## config.mk

```make
export PLATFORM = sky130hd
export DESIGN_NAME = ansi_escape_stripper_core
export DESIGN_NICKNAME = d
export VERILOG_FILES = /design/src/aes_pkg.sv /design/src/aes_parse.sv /design/src/aes_outq.sv /design/src/ansi_escape_stripper_core.sv
export SDC_FILE = /design/constraint.sdc
export NUM_CORES = 1
export LEC_CHECK = 0
export ABC_AREA = 0
export BUFFER_PORTS_ARGS = -buffer_cell sky130_fd_sc_hd__buf_2
export CORE_MARGIN = 2
export CORE_UTILIZATION = 49
export CTS_CLUSTER_SIZE = 10
export DETAILED_ROUTE_END_ITERATION = 10
export PLACE_DENSITY = 0.67
export SLEW_MARGIN = 20
export SYNTH_ARGS = -nofsm -noshare
export SYNTH_HDL_FRONTEND = slang
export SYNTH_SLANG_ARGS = --single-unit
```

## constraint.sdc

```tcl
create_clock -name clk -period 3.5 [get_ports clk]
set_clock_uncertainty 0.15 [all_clocks]
set_input_delay 0.7 -clock clk [delete_from_list [all_inputs] [get_ports clk]]
set_output_delay 0.7 -clock clk [all_outputs]
set_load 0.01 [all_outputs]
```

## src/aes_pkg.sv

```systemverilog
// shared types, byte codes and parser state codes for the escape stripper
package aes_pkg;

  localparam logic [7:0] CH_BACKSLASH = 8'h5C;
  localparam logic [7:0] CH_E         = 8'h65;
  localparam logic [7:0] CH_ESC       = 8'h1B;
  localparam logic [7:0] CH_BRACKET   = 8'h5B;
  localparam logic [7:0] CH_SEMI      = 8'h3B;
  localparam logic [7:0] CH_SPACE     = 8'h20;
  localparam logic [7:0] CH_ZERO      = 8'h30;
  localparam logic [7:0] CH_NINE      = 8'h39;

  localparam int OUTQ_DEPTH = 4;
  localparam int OUTQ_AW    = $clog2(OUTQ_DEPTH);

  typedef struct packed {
    logic [7:0] in_byte;
    logic       last_in;
  } in_beat_t;

  typedef struct packed {
    logic [7:0] out_byte;
    logic       byte_valid;
    logic       end_of_stream;
  } out_beat_t;

  typedef enum logic [2:0] {
    MODE_TEXT   = 3'b001,
    MODE_START  = 3'b010,
    MODE_PARAMS = 3'b100
  } mode_t;

  typedef struct packed {
    logic      push_one;
    logic      push_two;
    out_beat_t res0;
    out_beat_t res1;
  } push_t;

  function automatic logic is_param(input logic [7:0] b);
    return ((b >= CH_ZERO) && (b <= CH_NINE)) || (b == CH_SPACE) || (b == CH_SEMI);
  endfunction

endpackage

```

## src/aes_parse.sv

```systemverilog
// escape sequence parser: state registers and per-beat result generation
module aes_parse (
  input  logic              clk,
  input  logic              rst,
  input  logic              step,
  input  aes_pkg::in_beat_t beat,
  output aes_pkg::push_t    push
);
  import aes_pkg::*;

  mode_t mode;
  mode_t mode_next;
  logic  held;
  logic  held_next;
  logic  emit_bs;
  logic  emit_b;
  logic  two;

  always_comb begin
    mode_next = mode;
    held_next = held;
    emit_bs   = 1'b0;
    emit_b    = 1'b0;
    unique case (mode)
      MODE_START: begin
        if ((beat.in_byte == CH_BRACKET) || is_param(beat.in_byte)) begin
          mode_next = MODE_PARAMS;
        end else begin
          mode_next = MODE_TEXT;
        end
      end
      MODE_PARAMS: begin
        if (!is_param(beat.in_byte)) begin
          mode_next = MODE_TEXT;
        end
      end
      default: begin
        mode_next = MODE_TEXT;
        held_next = 1'b0;
        if (held && (beat.in_byte == CH_E)) begin
          mode_next = MODE_START;
        end else begin
          emit_bs = held;
          if (beat.in_byte == CH_ESC) begin
            mode_next = MODE_START;
          end else if ((beat.in_byte == CH_BACKSLASH) && !beat.last_in) begin
            held_next = 1'b1;
          end else begin
            emit_b = 1'b1;
          end
        end
      end
    endcase
    if (beat.last_in) begin
      mode_next = MODE_TEXT;
      held_next = 1'b0;
    end
  end

  assign two = emit_bs && emit_b;

  always_comb begin
    push.push_one = emit_bs || emit_b || beat.last_in;
    push.push_two = two;
    push.res1.out_byte      = beat.in_byte;
    push.res1.byte_valid    = 1'b1;
    push.res1.end_of_stream = beat.last_in;
    if (emit_bs) begin
      push.res0.out_byte   = CH_BACKSLASH;
      push.res0.byte_valid = 1'b1;
    end else if (emit_b) begin
      push.res0.out_byte   = beat.in_byte;
      push.res0.byte_valid = 1'b1;
    end else begin
      push.res0.out_byte   = 8'h00;
      push.res0.byte_valid = 1'b0;
    end
    push.res0.end_of_stream = beat.last_in && !two;
  end

  always_ff @(posedge clk) begin
    if (rst) begin
      mode <= MODE_TEXT;
      held <= 1'b0;
    end else if (step) begin
      mode <= mode_next;
      held <= held_next;
    end
  end

endmodule

```

## src/aes_outq.sv

```systemverilog
// result queue taking one or two beats per cycle while push_en is high and handing out one unless out_stall holds it
module aes_outq (
  input  logic                      clk,
  input  logic                      rst,
  input  aes_pkg::push_t            push,
  input  logic                      push_en,
  output logic                      room_two,
  output logic                      out_valid,
  input  logic                      out_stall,
  output aes_pkg::out_beat_t        out_beat,
  output logic [aes_pkg::OUTQ_AW:0] level
);
  import aes_pkg::*;

  out_beat_t            mem [OUTQ_DEPTH];
  logic [OUTQ_AW-1:0]   wr_ptr;
  logic [OUTQ_AW-1:0]   rd_ptr;
  logic [OUTQ_AW:0]     count;
  logic [OUTQ_AW:0]     count_next;
  logic                 pop;
  logic                 wr_one;
  logic                 wr_two;
  logic [OUTQ_AW-1:0]   wr_ptr1;

  assign out_valid = (count != '0);
  assign out_beat  = mem[rd_ptr];
  assign pop       = out_valid && !out_stall;
  assign room_two  = (count <= (OUTQ_AW + 1)'(OUTQ_DEPTH - 2));
  assign level     = count;
  assign wr_one    = push_en && push.push_one;
  assign wr_two    = wr_one && push.push_two;
  assign wr_ptr1   = wr_ptr + OUTQ_AW'(1);

  always_comb begin
    count_next = count + (OUTQ_AW + 1)'(wr_one) + (OUTQ_AW + 1)'(wr_two)
                 - (OUTQ_AW + 1)'(pop);
  end

  always_ff @(posedge clk) begin
    if (wr_one) begin
      mem[wr_ptr] <= push.res0;
    end
    if (wr_two) begin
      mem[wr_ptr1] <= push.res1;
    end
  end

  always_ff @(posedge clk) begin
    if (rst) begin
      wr_ptr <= '0;
      rd_ptr <= '0;
      count  <= '0;
    end else begin
      count <= count_next;
      if (pop) begin
        rd_ptr <= rd_ptr + OUTQ_AW'(1);
      end
      if (wr_two) begin
        wr_ptr <= wr_ptr + OUTQ_AW'(2);
      end else if (wr_one) begin
        wr_ptr <= wr_ptr1;
      end
    end
  end

endmodule

```

## src/ansi_escape_stripper_core.sv

```systemverilog
// top level: input register, escape parser and result queue
//
//   channel | beat type  | handshake
//   in      | in_beat_t  | in_valid / in_stall
//   out     | out_beat_t | out_valid / out_stall
//
// one input beat per cycle while in_stall is low; a beat waits in the input register
// until it is parsed, and its results are written into the result queue as it is parsed
// the parser consumes a beat when the 4-entry result queue has room for two
// in_stall rises only while the queue is nearly full (the out side stalls
// or two results per beat pile up); a beat yields zero, one or two results
// synchronous reset returns the parser to text mode and empties both stages
module ansi_escape_stripper_core (
  input  logic               clk,
  input  logic               rst,
  input  logic               in_valid,
  output logic               in_stall,
  input  aes_pkg::in_beat_t  in_beat,
  output logic               out_valid,
  input  logic               out_stall,
  output aes_pkg::out_beat_t out_beat
);
  import aes_pkg::*;

  in_beat_t          hold;
  logic              hold_full;
  logic              consume;
  logic              room_two;
  logic              take;
  push_t             push;
  logic [OUTQ_AW:0]  level;

  assign consume  = hold_full && room_two;
  assign in_stall = hold_full && !room_two;
  assign take     = in_valid && !in_stall;

  always_ff @(posedge clk) begin
    if (take) begin
      hold <= in_beat;
    end
  end

  always_ff @(posedge clk) begin
    if (rst) begin
      hold_full <= 1'b0;
    end else if (take) begin
      hold_full <= 1'b1;
    end else if (consume) begin
      hold_full <= 1'b0;
    end
  end

  aes_parse u_parse (
    .clk  (clk),
    .rst  (rst),
    .step (consume),
    .beat (hold),
    .push (push)
  );

  aes_outq u_outq (
    .clk       (clk),
    .rst       (rst),
    .push      (push),
    .push_en   (consume),
    .room_two  (room_two),
    .out_valid (out_valid),
    .out_stall (out_stall),
    .out_beat  (out_beat),
    .level     (level)
  );

  a_level_bound: assert property (@(posedge clk) disable iff (rst)
    level <= (OUTQ_AW + 1)'(OUTQ_DEPTH))
    else $error("result queue overflow");

  a_last_gives_result: assert property (@(posedge clk) disable iff (rst)
    (consume && hold.last_in) |=> out_valid)
    else $error("final beat produced no result");

  a_two_only_on_room: assert property (@(posedge clk) disable iff (rst)
    (consume && push.push_two) |-> (level <= (OUTQ_AW + 1)'(OUTQ_DEPTH - 2)))
    else $error("double push without room");

  a_stall_needs_hold: assert property (@(posedge clk) disable iff (rst)
    in_stall |-> hold_full)
    else $error("stall with empty input register");

endmodule

```

; After elaboration in Yosys (flattened, before gate mapping)
; Memory sizes are Yosys's and may differ from the RTL's. A register that Yosys moved wholly into a read port is not among the register bits.
; Index checks and enable logic that the tools add are counted.
[op_classes]
n_addsub = 6
n_mul = 0
div = 0
n_lt_le_gt_ge = 3
eq_ne = 10
shift = 0
n_mux = 29
n_bitwise = 0
reduce_logical = 27
[op_table]
columns = operator, n
row1 = 8-bit by 7-bit == test with 1-bit output (second input constant), 3
row2 = 9-bit 2-to-1 mux, 2
row3 = 1-bit 2-to-1 mux, 17
row4 = 8-bit by 6-bit == test with 1-bit output (second input constant), 2
row5 = 3-bit 2-to-1 mux, 4
row6 = 1-bit logical AND, 11
row7 = 2-bit 2-to-1 mux, 5
row8 = 8-bit by 5-bit == test with 1-bit output (second input constant), 1
row9 = 8-bit by 6-bit greater-or-equal comparator with 1-bit output (second input constant), 1
row10 = 8-bit by 6-bit less-or-equal comparator with 1-bit output (second input constant), 1
row11 = 3-bit by 1-bit adder with 3-bit output, 2
row12 = 3-bit one-hot mux with 2 select lines, 1
row13 = 1-bit zero test, 5
row14 = 1-bit logical OR, 5
row15 = 2-bit by 1-bit adder with 2-bit output (second input constant), 2
row16 = 2-bit AND reduction, 2
row17 = 2-bit nonzero test, 2
row18 = 3-bit by 2-bit == test with 1-bit output (second input constant), 1
row19 = 3-bit == test (second input constant), 1
row20 = 3-bit by 2-bit less-or-equal comparator with 1-bit output (second input constant), 1
row21 = 3-bit inequality test (second input constant), 1
row22 = 3-bit nonzero test, 1
row23 = 3-bit by 1-bit subtractor with 3-bit output, 1
row24 = 2-bit adder (second input constant), 1
row25 = other kinds (2), 2
[totals]
register_bits = 21
latch_bits = 0
mem_bits_rw = 40
romBits = 0
input_bits = 13
output_inout_bits = 12
wordCells = 84
memories = 1
[mem_list]
columns = name, words, word_bits, read_ports, rd_clocked_by_memory_dff, write_ports, line
row1 = u_outq.mem, 4, 10, 1, 1, 2, aes_outq.sv:15  ; out_beat_t mem [OUTQ_DEPTH];

; Logic depth before layout (Yosys ltp)
; Gate-level depths: netlist of the first run.
[depth]
ltp_word = 12
depth_mapped = 12
ltp_nobuf = 11

; Hierarchy
; From an unflattened synthesis of the first run, not the netlist that was laid out.
[unflattened]
hier_cells = 249
area_unflattened_um2 = 3555.9
[by_module_without_submodules]
columns = mod, instances, cells_per_inst, area_per_inst_um2, seq_area_each_um2
row1 = aes_outq, 1, 161, 2633.8, 1381.3
row2 = aes_parse, 1, 74, 595.6, 80.1
row3 = ansi_escape_stripper_core, 1, 14, 326.6, 290.3

; Worst setup path before layout of the first run
; Ideal clock, no wire load.
[synth_path]
path_kind = register to register
startpoint = register hold[8] (netlist bit)
endpoint = register u_outq.count[2] (netlist: u_outq.level[2])
setup_ns = 0.128
arrival_time_ns = 2.802
required_ns = 3.222
path_slack_ns = 0.421
path_stages_with_launch = 13
n_path_buf = 1
synth_period_minus_slack_ns = 3.079
path_cell_list = edfxtp_1 > buf_6 > or4b_4 > o221a_4 > a41oi_4 > a21oi_1 > inv_1 > ha_1 > inv_1 > fa_1 > fa_1 > xor2_1 > nor2_1
[synth_between]
elab_chain_len = 12
word_cells_on_any_way = 19
classes_between = 3 x add/sub / 3 x eq/ne / 6 x mux / 7 x reduce/logical
[synth_lines]
columns = element, line
row1 = "start, declared", ansi_escape_stripper_core.sv:25  ; in_beat_t hold;
row2 = "start signal, assigned", ansi_escape_stripper_core.sv:39  ; hold <= in_beat;
row3 = 8-bit by 7-bit == test with 1-bit output, aes_parse.sv:46  ; end else if ((beat.in_byte == CH_BACKSLASH) && !beat.last_in) begin
row4 = 1-bit logical AND, aes_parse.sv:46
row5 = 1-bit 2-to-1 mux, aes_parse.sv:46
row6 = 1-bit 2-to-1 mux, aes_parse.sv:44  ; if (beat.in_byte == CH_ESC) begin
row7 = 1-bit 2-to-1 mux, aes_parse.sv:40  ; if (held && (beat.in_byte == CH_E)) begin
row8 = 1-bit 2-to-1 mux, aes_parse.sv:24  ; unique case (mode)
row9 = 1-bit logical OR (2 in a row), aes_parse.sv:63  ; push.push_one = emit_bs || emit_b || beat.last_in;
row10 = 1-bit logical AND, aes_outq.sv:30  ; assign wr_one = push_en && push.push_one;
row11 = 3-bit by 1-bit adder with 3-bit output / 1-bit logical AND (equally long branches), "aes_outq.sv:35, aes_outq.sv:31"
row12 = 3-bit by 1-bit adder with 3-bit output *, aes_outq.sv:35  ; count_next = count + (OUTQ_AW + 1)'(wr_one) + (OUTQ_AW + 1)'(wr_two)
row13 = 3-bit by 1-bit subtractor with 3-bit output *, aes_outq.sv:36  ; - (OUTQ_AW + 1)'(pop);
row14 = "end signal, assigned", aes_outq.sv:54  ; count <= count_next;
row15 = "end, declared", aes_outq.sv:18  ; logic [OUTQ_AW:0] count;
; Every way passes the cells marked *; elsewhere a longest branch is shown, timed or not.
; A chain may end at the register's enable or synchronous reset.

; Final worst setup path of the first run
[layout_path]
startpoint = register hold[6] (netlist bit)
endpoint = register u_outq.count[2] (netlist: u_outq.level[2])
; Same word-level chain as after synthesis.

==> reports/qor.txt, run 1 <==
Status: completed
Fin area: 3908 um2
PwrDens: 563.3 nW/um2
Vias: 2430
Num Clock Sinks: 63
CP Launch Type: flop
Cts repair resizes: 0
Total wire length: 7156 um
RD Place Congestion: 0.8361
Worst reg2reg startpoint: hold[6]
Final #Nets: 348
Die width: 88.33 um
Area after DPL: 3704 um2
YS warnings: 0
Total track usage: 0.2078
GR Overflow Total: 0
Critical path arrival: 3250 ps
DRT antenna net count: 0
Main synth FF type: edfxtp_1
Die height: 88.33 um
Setup TNS: 0 ps
Slowest cell on the critical path: or4_1
Max-slew headroom: 0.4658
Pins Over Slew Limit: 0
Most common cell after layout, fill and taps aside: edfxtp_1
H-tree Lvls: 3
Commonest non-fill, non-tap cells in the layout: 45 x edfxtp_1, 24 x nor2b_1, 24 x nor2_1, 24 x buf_2, 19 x a21oi_1
FF-to-FF setup slack: 340 ps
Fmax: 0.3170 GHz
First-pass GRT wire length: 12140 um
Crit path from: hold[6]
Sequential standard cell area: 1712 um2
Sw Share: 0.2920
Core outline area: 6832 um2
Largest net degree at the start of global routing: 21
IO Count: 25
PnR worst setup slack: 344.9 ps
Number of synthesized flops with an enable pin: 45
Total die area: 7802 um2
Buf/Inv on CP: 2
CTS tree: done
Flop and latch count out of synthesis: 63
Cells after synthesis: 293
Hpwl dp: 5297 um
Worst setup EP type: flop
R2r endpoint: u_outq.level[2]
Clock Pin Slew Worst Setup and Hold Paths: 70 ps
Hold Path Depth: 2
Synth unique cells: 60
Hold path endpoint: u_outq.mem[3][1]
Family with the most delay on the worst path: simple AND/OR/NAND/NOR gates
Syn avg cell area: 11.89 um2
Mapped cell area: 3485 um2
R2R cell count: 11
Peak VDD IR: 0.0003213 V
LEAKAGE: 1.288 nW
DR WL/cell: 16.84 um
Post-DR vias/cell: 5.718
CP peak stage delay: 560 ps
Crit path time final: 3155 ps
# fillers: 585
Initial antenna violation count: 0
Dpl ws: 333.0 ps
CTS root buf: clkbuf_8
Comb pwr share: 0.251
Max Buffers Root-to-Sink: 2
CTS Buf Count: 9
Period Utilization, post-route: 0.9014
Sw power: 0.6427 mW
CP Cell Sequence: nand2b_1, or4_1, a41oi_4, a21oi_1, inv_1, ha_1, inv_1, fa_1, fa_1, xor2_1, nor2_1
Area of the multi-input gates: 1669 um2
Final Setup Violations: 0
Clk network pwr share: 0.302
# port buffers: 24
Post-synth ARST share: 0
Final antenna diode count: 0
Sequential share of the synthesized area: 0.4912
RSZ-0062 raised after global routing: false
Vias in the first global route: 2381
Skew-Pair Late Insertion Delay: 350 ps
# Post-CTS Setup Buffers: 0
Sequential share of power: 0.447
Initial Util: 0.5101
Hold Path Origin: u_outq.mem[3][1]
DRT iter0 DRCs: 160
Area Growth Syn to Fin: 12.14%
Max-Cap Viols: 0
Syn Nets: 317
Critical path fanouts, max: 9
CP required: 3590 ps
HP Class: reg2reg
Drt first pass iters: 4
Cell Int Power: 1.558 mW
# rows: 30
Worst setup path category: reg2reg
Layout cell share with drive strength beyond 1: 0.2097
Worst slew pin tran: 793.0 ps
CTS Hold Bufs: 0
DRC: 0
Stages on worst setup path: 11
Hold violation count in the final report: 0
[layout make-up]
cell class | instances | share of cell area
flip-flops and latches | 63 | 0.4380
multi-input cells | 211 | 0.4272
repair buffers | 31 | 0.04419
clock buffers | 11 | 0.03362
well taps | 96 | 0.03074
clock inverters | 5 | 0.01857
inverters | 8 | 0.007685
[worst reg2reg max path, stage by stage, from the launching register on]
cell and delay, ps:
edfxtp_1 510, nand2b_1 280, or4_1 560, a41oi_4 250, a21oi_1 90, inv_1 90, ha_1 120, inv_1 40
fa_1 370, fa_1 390, xor2_1 160, nor2_1 50
[state kept, by name (all words and copies together), names as in the netlist, named ones only]
name	flops
hold	9
hold_full	1
u_outq.level	3
u_outq.mem	40
u_outq.rd_ptr	2
u_outq.wr_ptr	2
u_parse.held	1
u_parse.mode	3
[logic make-up after synthesis]
logic type,share of synthesized area
AND/OR/NAND/NOR,0.1900
AO/OA/AOI/OAI,0.1490
adder cells (fa/ha/maj),0.04381
flip-flops,0.4912
multiplexers,0.08618
XOR/XNOR,0.01006
buffers and inverters,0.02980
[layer usage]
metal | part of all wire | GRT usage | vias up
met5 | 0 | 0 | -
met4 | 0.014 | 0.06612 | 0
met3 | 0.054 | 0.06343 | 11
met2 | 0.48 | 0.3301 | 73
met1 | 0.46 | 0.2747 | 1157
li1 | - | - | 1189
[synthesized netlist by cell type, drive strengths merged, types with 2 or more instances]
master   n  area (um2)
inv      8       30.03
a21oi   19       95.09
dfxtp   18       360.4
o21ai   10       53.80
or2      5       31.29
buf      7       58.80
nor3b    3       27.52
o311a    3       30.03
ha       9       112.6
clkbuf   4       15.01
nor3     4       31.28
o21a     2       15.01
nand2b   3       18.77
or3      2       12.51
nor2    24       90.09
o22ai    2       12.51
nand4b   2       17.52
mux4    10       225.2
and4     2       17.52
nand2   14       52.55
o211ai   4       30.03
fa       2       40.04
nor4     7       65.06
a41oi    4       61.32
edfxtp  45        1351
mux2i    6       60.06
a21o     4       30.03
or4b     2       27.53
and2     7       43.79
xor2     2       17.52
xnor2    2       17.52
or4      2       15.01
a211o    2       17.52
nand3    2       10.01
nor2b   24       150.1
a31oi   14       87.58
[metrics by stage]
| stage | util | total power [mW] | cells | hold WS [ps] |
|---|---|---|---|---|
| after global routing | 0.5720 | 2.326 | 425 | 354.9 |
| final | 0.5720 | 2.201 | 425 | 335.6 |
| after floorplan | - | 1.390 | 293 | 286.8 |
| after global placement | 0.5421 | 1.544 | 409 | 317.9 |
| after CTS | 0.5720 | 2.214 | 425 | 334.5 |
| after detailed placement | 0.5421 | 1.555 | 409 | 319.6 |
[worst max path at each step]
stage / to / slack (ps)
floorplan: u_outq.level[2] / 420
global placement: u_outq.level[2] / 410
detailed placement: u_outq.level[2] / 330
CTS: u_outq.level[2] / 340
global route: u_outq.level[2] / 130
finish: u_outq.level[2] / 340
[power groups by stage]
stage          clock [mW]  combinational (mW)  sequential [mW]
2_1_floorplan           0               0.444            0.946
3_3_place_gp            0               0.544             1.00
3_5_place_dp            0               0.551             1.00
4_1_cts             0.673               0.553            0.988
5_1_grt             0.709               0.615             1.00
6_report            0.666               0.552            0.984
(Power assumes the default switching activity.)
==> run 2: changes to the inputs <==
Settings changed: CORE_ASPECT_RATIO set to 0.9, CORE_MARGIN 2 to unset, CORE_UTILIZATION 49 to 35, PLACE_DENSITY 0.67 to unset.
==> run 2 against run 1 <==
  * Final cell count increased by 6.8%
  * Setup slack improved by 9.5 ps
  * Cell area increased by 0.58%
  * Sequential power about the same
  * Critical path type unchanged
  * Largest cell class unchanged
  * Highest routed layer unchanged
==> reports/qor.txt, run 2 (synthesized netlist as in run 1, its figures left out) <==
Status: completed
Pins Over Slew Limit: 0 (unchanged)
Final cell count without fillers: 454 (+6.8%)
Total die area: 10360 um2 (+33%)
Clk network pwr share: 0.291 (-0.011)
Cell Int Power: 1.491 mW (-4.3%)
LEAKAGE: 1.277 nW (-0.91%)
Sequential share of power: 0.455 (+0.008)
Final antenna diode count: 0 (unchanged)
Sw power: 0.6796 mW (+5.7%)
Area Growth Syn to Fin: 12.78%
Max reg flops: 40 (unchanged)
Hold violation count in the final report: 0 (unchanged)
Worst setup EP type: flop
First-pass GRT wire length: 12350 um (+1.7%)
Largest net degree at the start of global routing: 19 (-9.5%)
Setup TNS: 0 ps (unchanged)
DR WL/cell: 16.70 um (-0.80%)
Die width: 107.2 um (+21%)
CP required: 3590 ps (about the same)
Biggest regs: u_outq.mem (40), hold (9)
Power Total: 2.170 mW (-1.4%)
Hpwl dp: 5469 um (+3.2%)
CP Launch Type: flop
Peak VDD IR: 0.0002897 V (-9.8%)
Max-Cap Viols: 0 (unchanged)
Fmax: 0.3179 GHz (+0.30%)
Total wire length: 7583 um (+6.0%)
Final #Nets: 347 (-0.29%)
Post-DR vias/cell: 5.308 (-7.2%)
Dpl cells: 438 (+7.1%)
RD Place Congestion: 0.8242 (-1.4%)
Layout cell share with drive strength beyond 1: 0.2165 (+0.006737)
Clock Pin Slew Worst Setup and Hold Paths: 70 ps (about the same)
H-tree Lvls: 3 (unchanged)
CTS Buf Count: 9 (unchanged)
Most common cell after layout, fill and taps aside: edfxtp_1
Worst hold slack: 365.4 ps (+29.81 ps)
DRC: 0 (unchanged)
Worst setup path category: reg2reg
Final Setup Violations: 0 (unchanged)
Vias: 2410 (-0.82%)
Core outline area: 9657 um2 (+41%)
Die height: 96.66 um (+9.4%)
DRT antenna net count: 0 (unchanged)
# Post-CTS Setup Buffers: 0 (unchanged)
IO Count: 25 (unchanged)
Skew-Pair Late Insertion Delay: 350 ps (about the same)
Reg with most FFs: u_outq.mem
Max Buffers Root-to-Sink: 2 (unchanged)
GR Overflow Total: 0 (unchanged)
CTS tree: done
# port buffers: 24 (unchanged)
Crit path time final: 3146 ps (-9.514 ps)
Sw Share: 0.3131 (+0.02115)
Num Clock Sinks: 63 (unchanged)
Critical path fanouts, max: 9 (unchanged)
Critical path arrival: 3230 ps (-20 ps)
Initial antenna violation count: 0 (unchanged)
# rows: 34 (+13%)
Cts repair resizes: 0 (unchanged)
DRT iter0 DRCs: 149 (-6.9%)
HP Class: reg2reg
CTS root buf: clkbuf_8
Initial Util: 0.3608 (-0.1492)
Fin area: 3930 um2 (+0.58%)
CTS Hold Bufs: 0 (unchanged)
Comb pwr share: 0.254 (+0.003)
Commonest non-fill, non-tap cells in the layout: 45 x edfxtp_1, 24 x nor2b_1, 24 x nor2_1, 24 x buf_2, 19 x a21oi_1
RSZ-0062 raised after global routing: false
PwrDens: 552.3 nW/um2 (-2.0%)
Drt first pass iters: 4 (unchanged)
Worst slew pin tran: 760.1 ps (-32.83 ps)
Period Utilization, post-route: 0.8987 (-0.002718)
Vias in the first global route: 2384 (+0.13%)
Area after DPL: 3734 um2 (+0.81%)
Max-slew headroom: 0.4926 (+0.02678)
Total track usage: 0.1586 (-0.04914)
run 2: cell count changes in the layout (fill, tap and decap cells not counted):
cell        delta
inv_6          +1
clkinv_1       -1
bufinv_16      -1
clkbuf_1       -2
buf_4          -1
clkinv_4       +2
clkinvlp_4     +1
run 2: path summary, 6_finish.rpt:
kind	start	slack [ps]	depth (start not counted)	end
max reg2reg	hold[6]	350	11	u_outq.level[2]
max	hold[6]	350	11	u_outq.level[2]
min reg2reg	u_parse.mode[1]	370	2	u_parse.mode[1]
min	u_parse.mode[1]	370	2	u_parse.mode[1]
run 2: power by group through the flow:
stage	clock, mW	sequential [mW]	combinational, mW
after floorplan	0	0.946	0.444
after global placement	0	1.00	0.556
after detailed placement	0	1.01	0.557
after CTS	0.646	0.993	0.560
after global routing	0.676	1.00	0.620
final	0.632	0.987	0.552
run 2: through the flow:
| stage | setup slack [ps] | util |
|---|---|---|
| 4_1_cts | 342.6 | 0.4070 |
| 3_3_place_gp | 442.0 | 0.3866 |
| 5_1_grt | 145.4 | 0.4070 |
| 2_1_floorplan | 420.9 | - |
| 6_report | 354.5 | 0.4070 |
| 3_5_place_dp | 385.6 | 0.3866 |
run 2: metal layers:
metal / track usage / wire length (um) / part of all wire / up-vias
met5: 0 / 0 / 0 / -
met4: 0.06955 / 154 / 0.020 / 0
met3: 0.04447 / 345 / 0.045 / 14
met2: 0.2337 / 3395 / 0.45 / 47
met1: 0.2170 / 3687 / 0.49 / 1162
li1: - / - / - / 1187
run 2: layout make-up:
type	instances	area, um2
fillers	915	5727
flip-flops and latches	63	1712
multi-input cells	211	1669
repair buffers	30	165.2
well taps	126	157.7
clock buffers	9	123.9
clock inverters	7	72.57
inverters	8	30.03
run 2: worst max-delay path, stage by stage (launching register included):
cell	delay, ps
edfxtp_1	510
nand2b_1	290
or4_1	550
a41oi_4	250
a21oi_1	90
inv_1	60
ha_1	110
inv_1	40
fa_1	370
fa_1	380
xor2_1	160
nor2_1	50
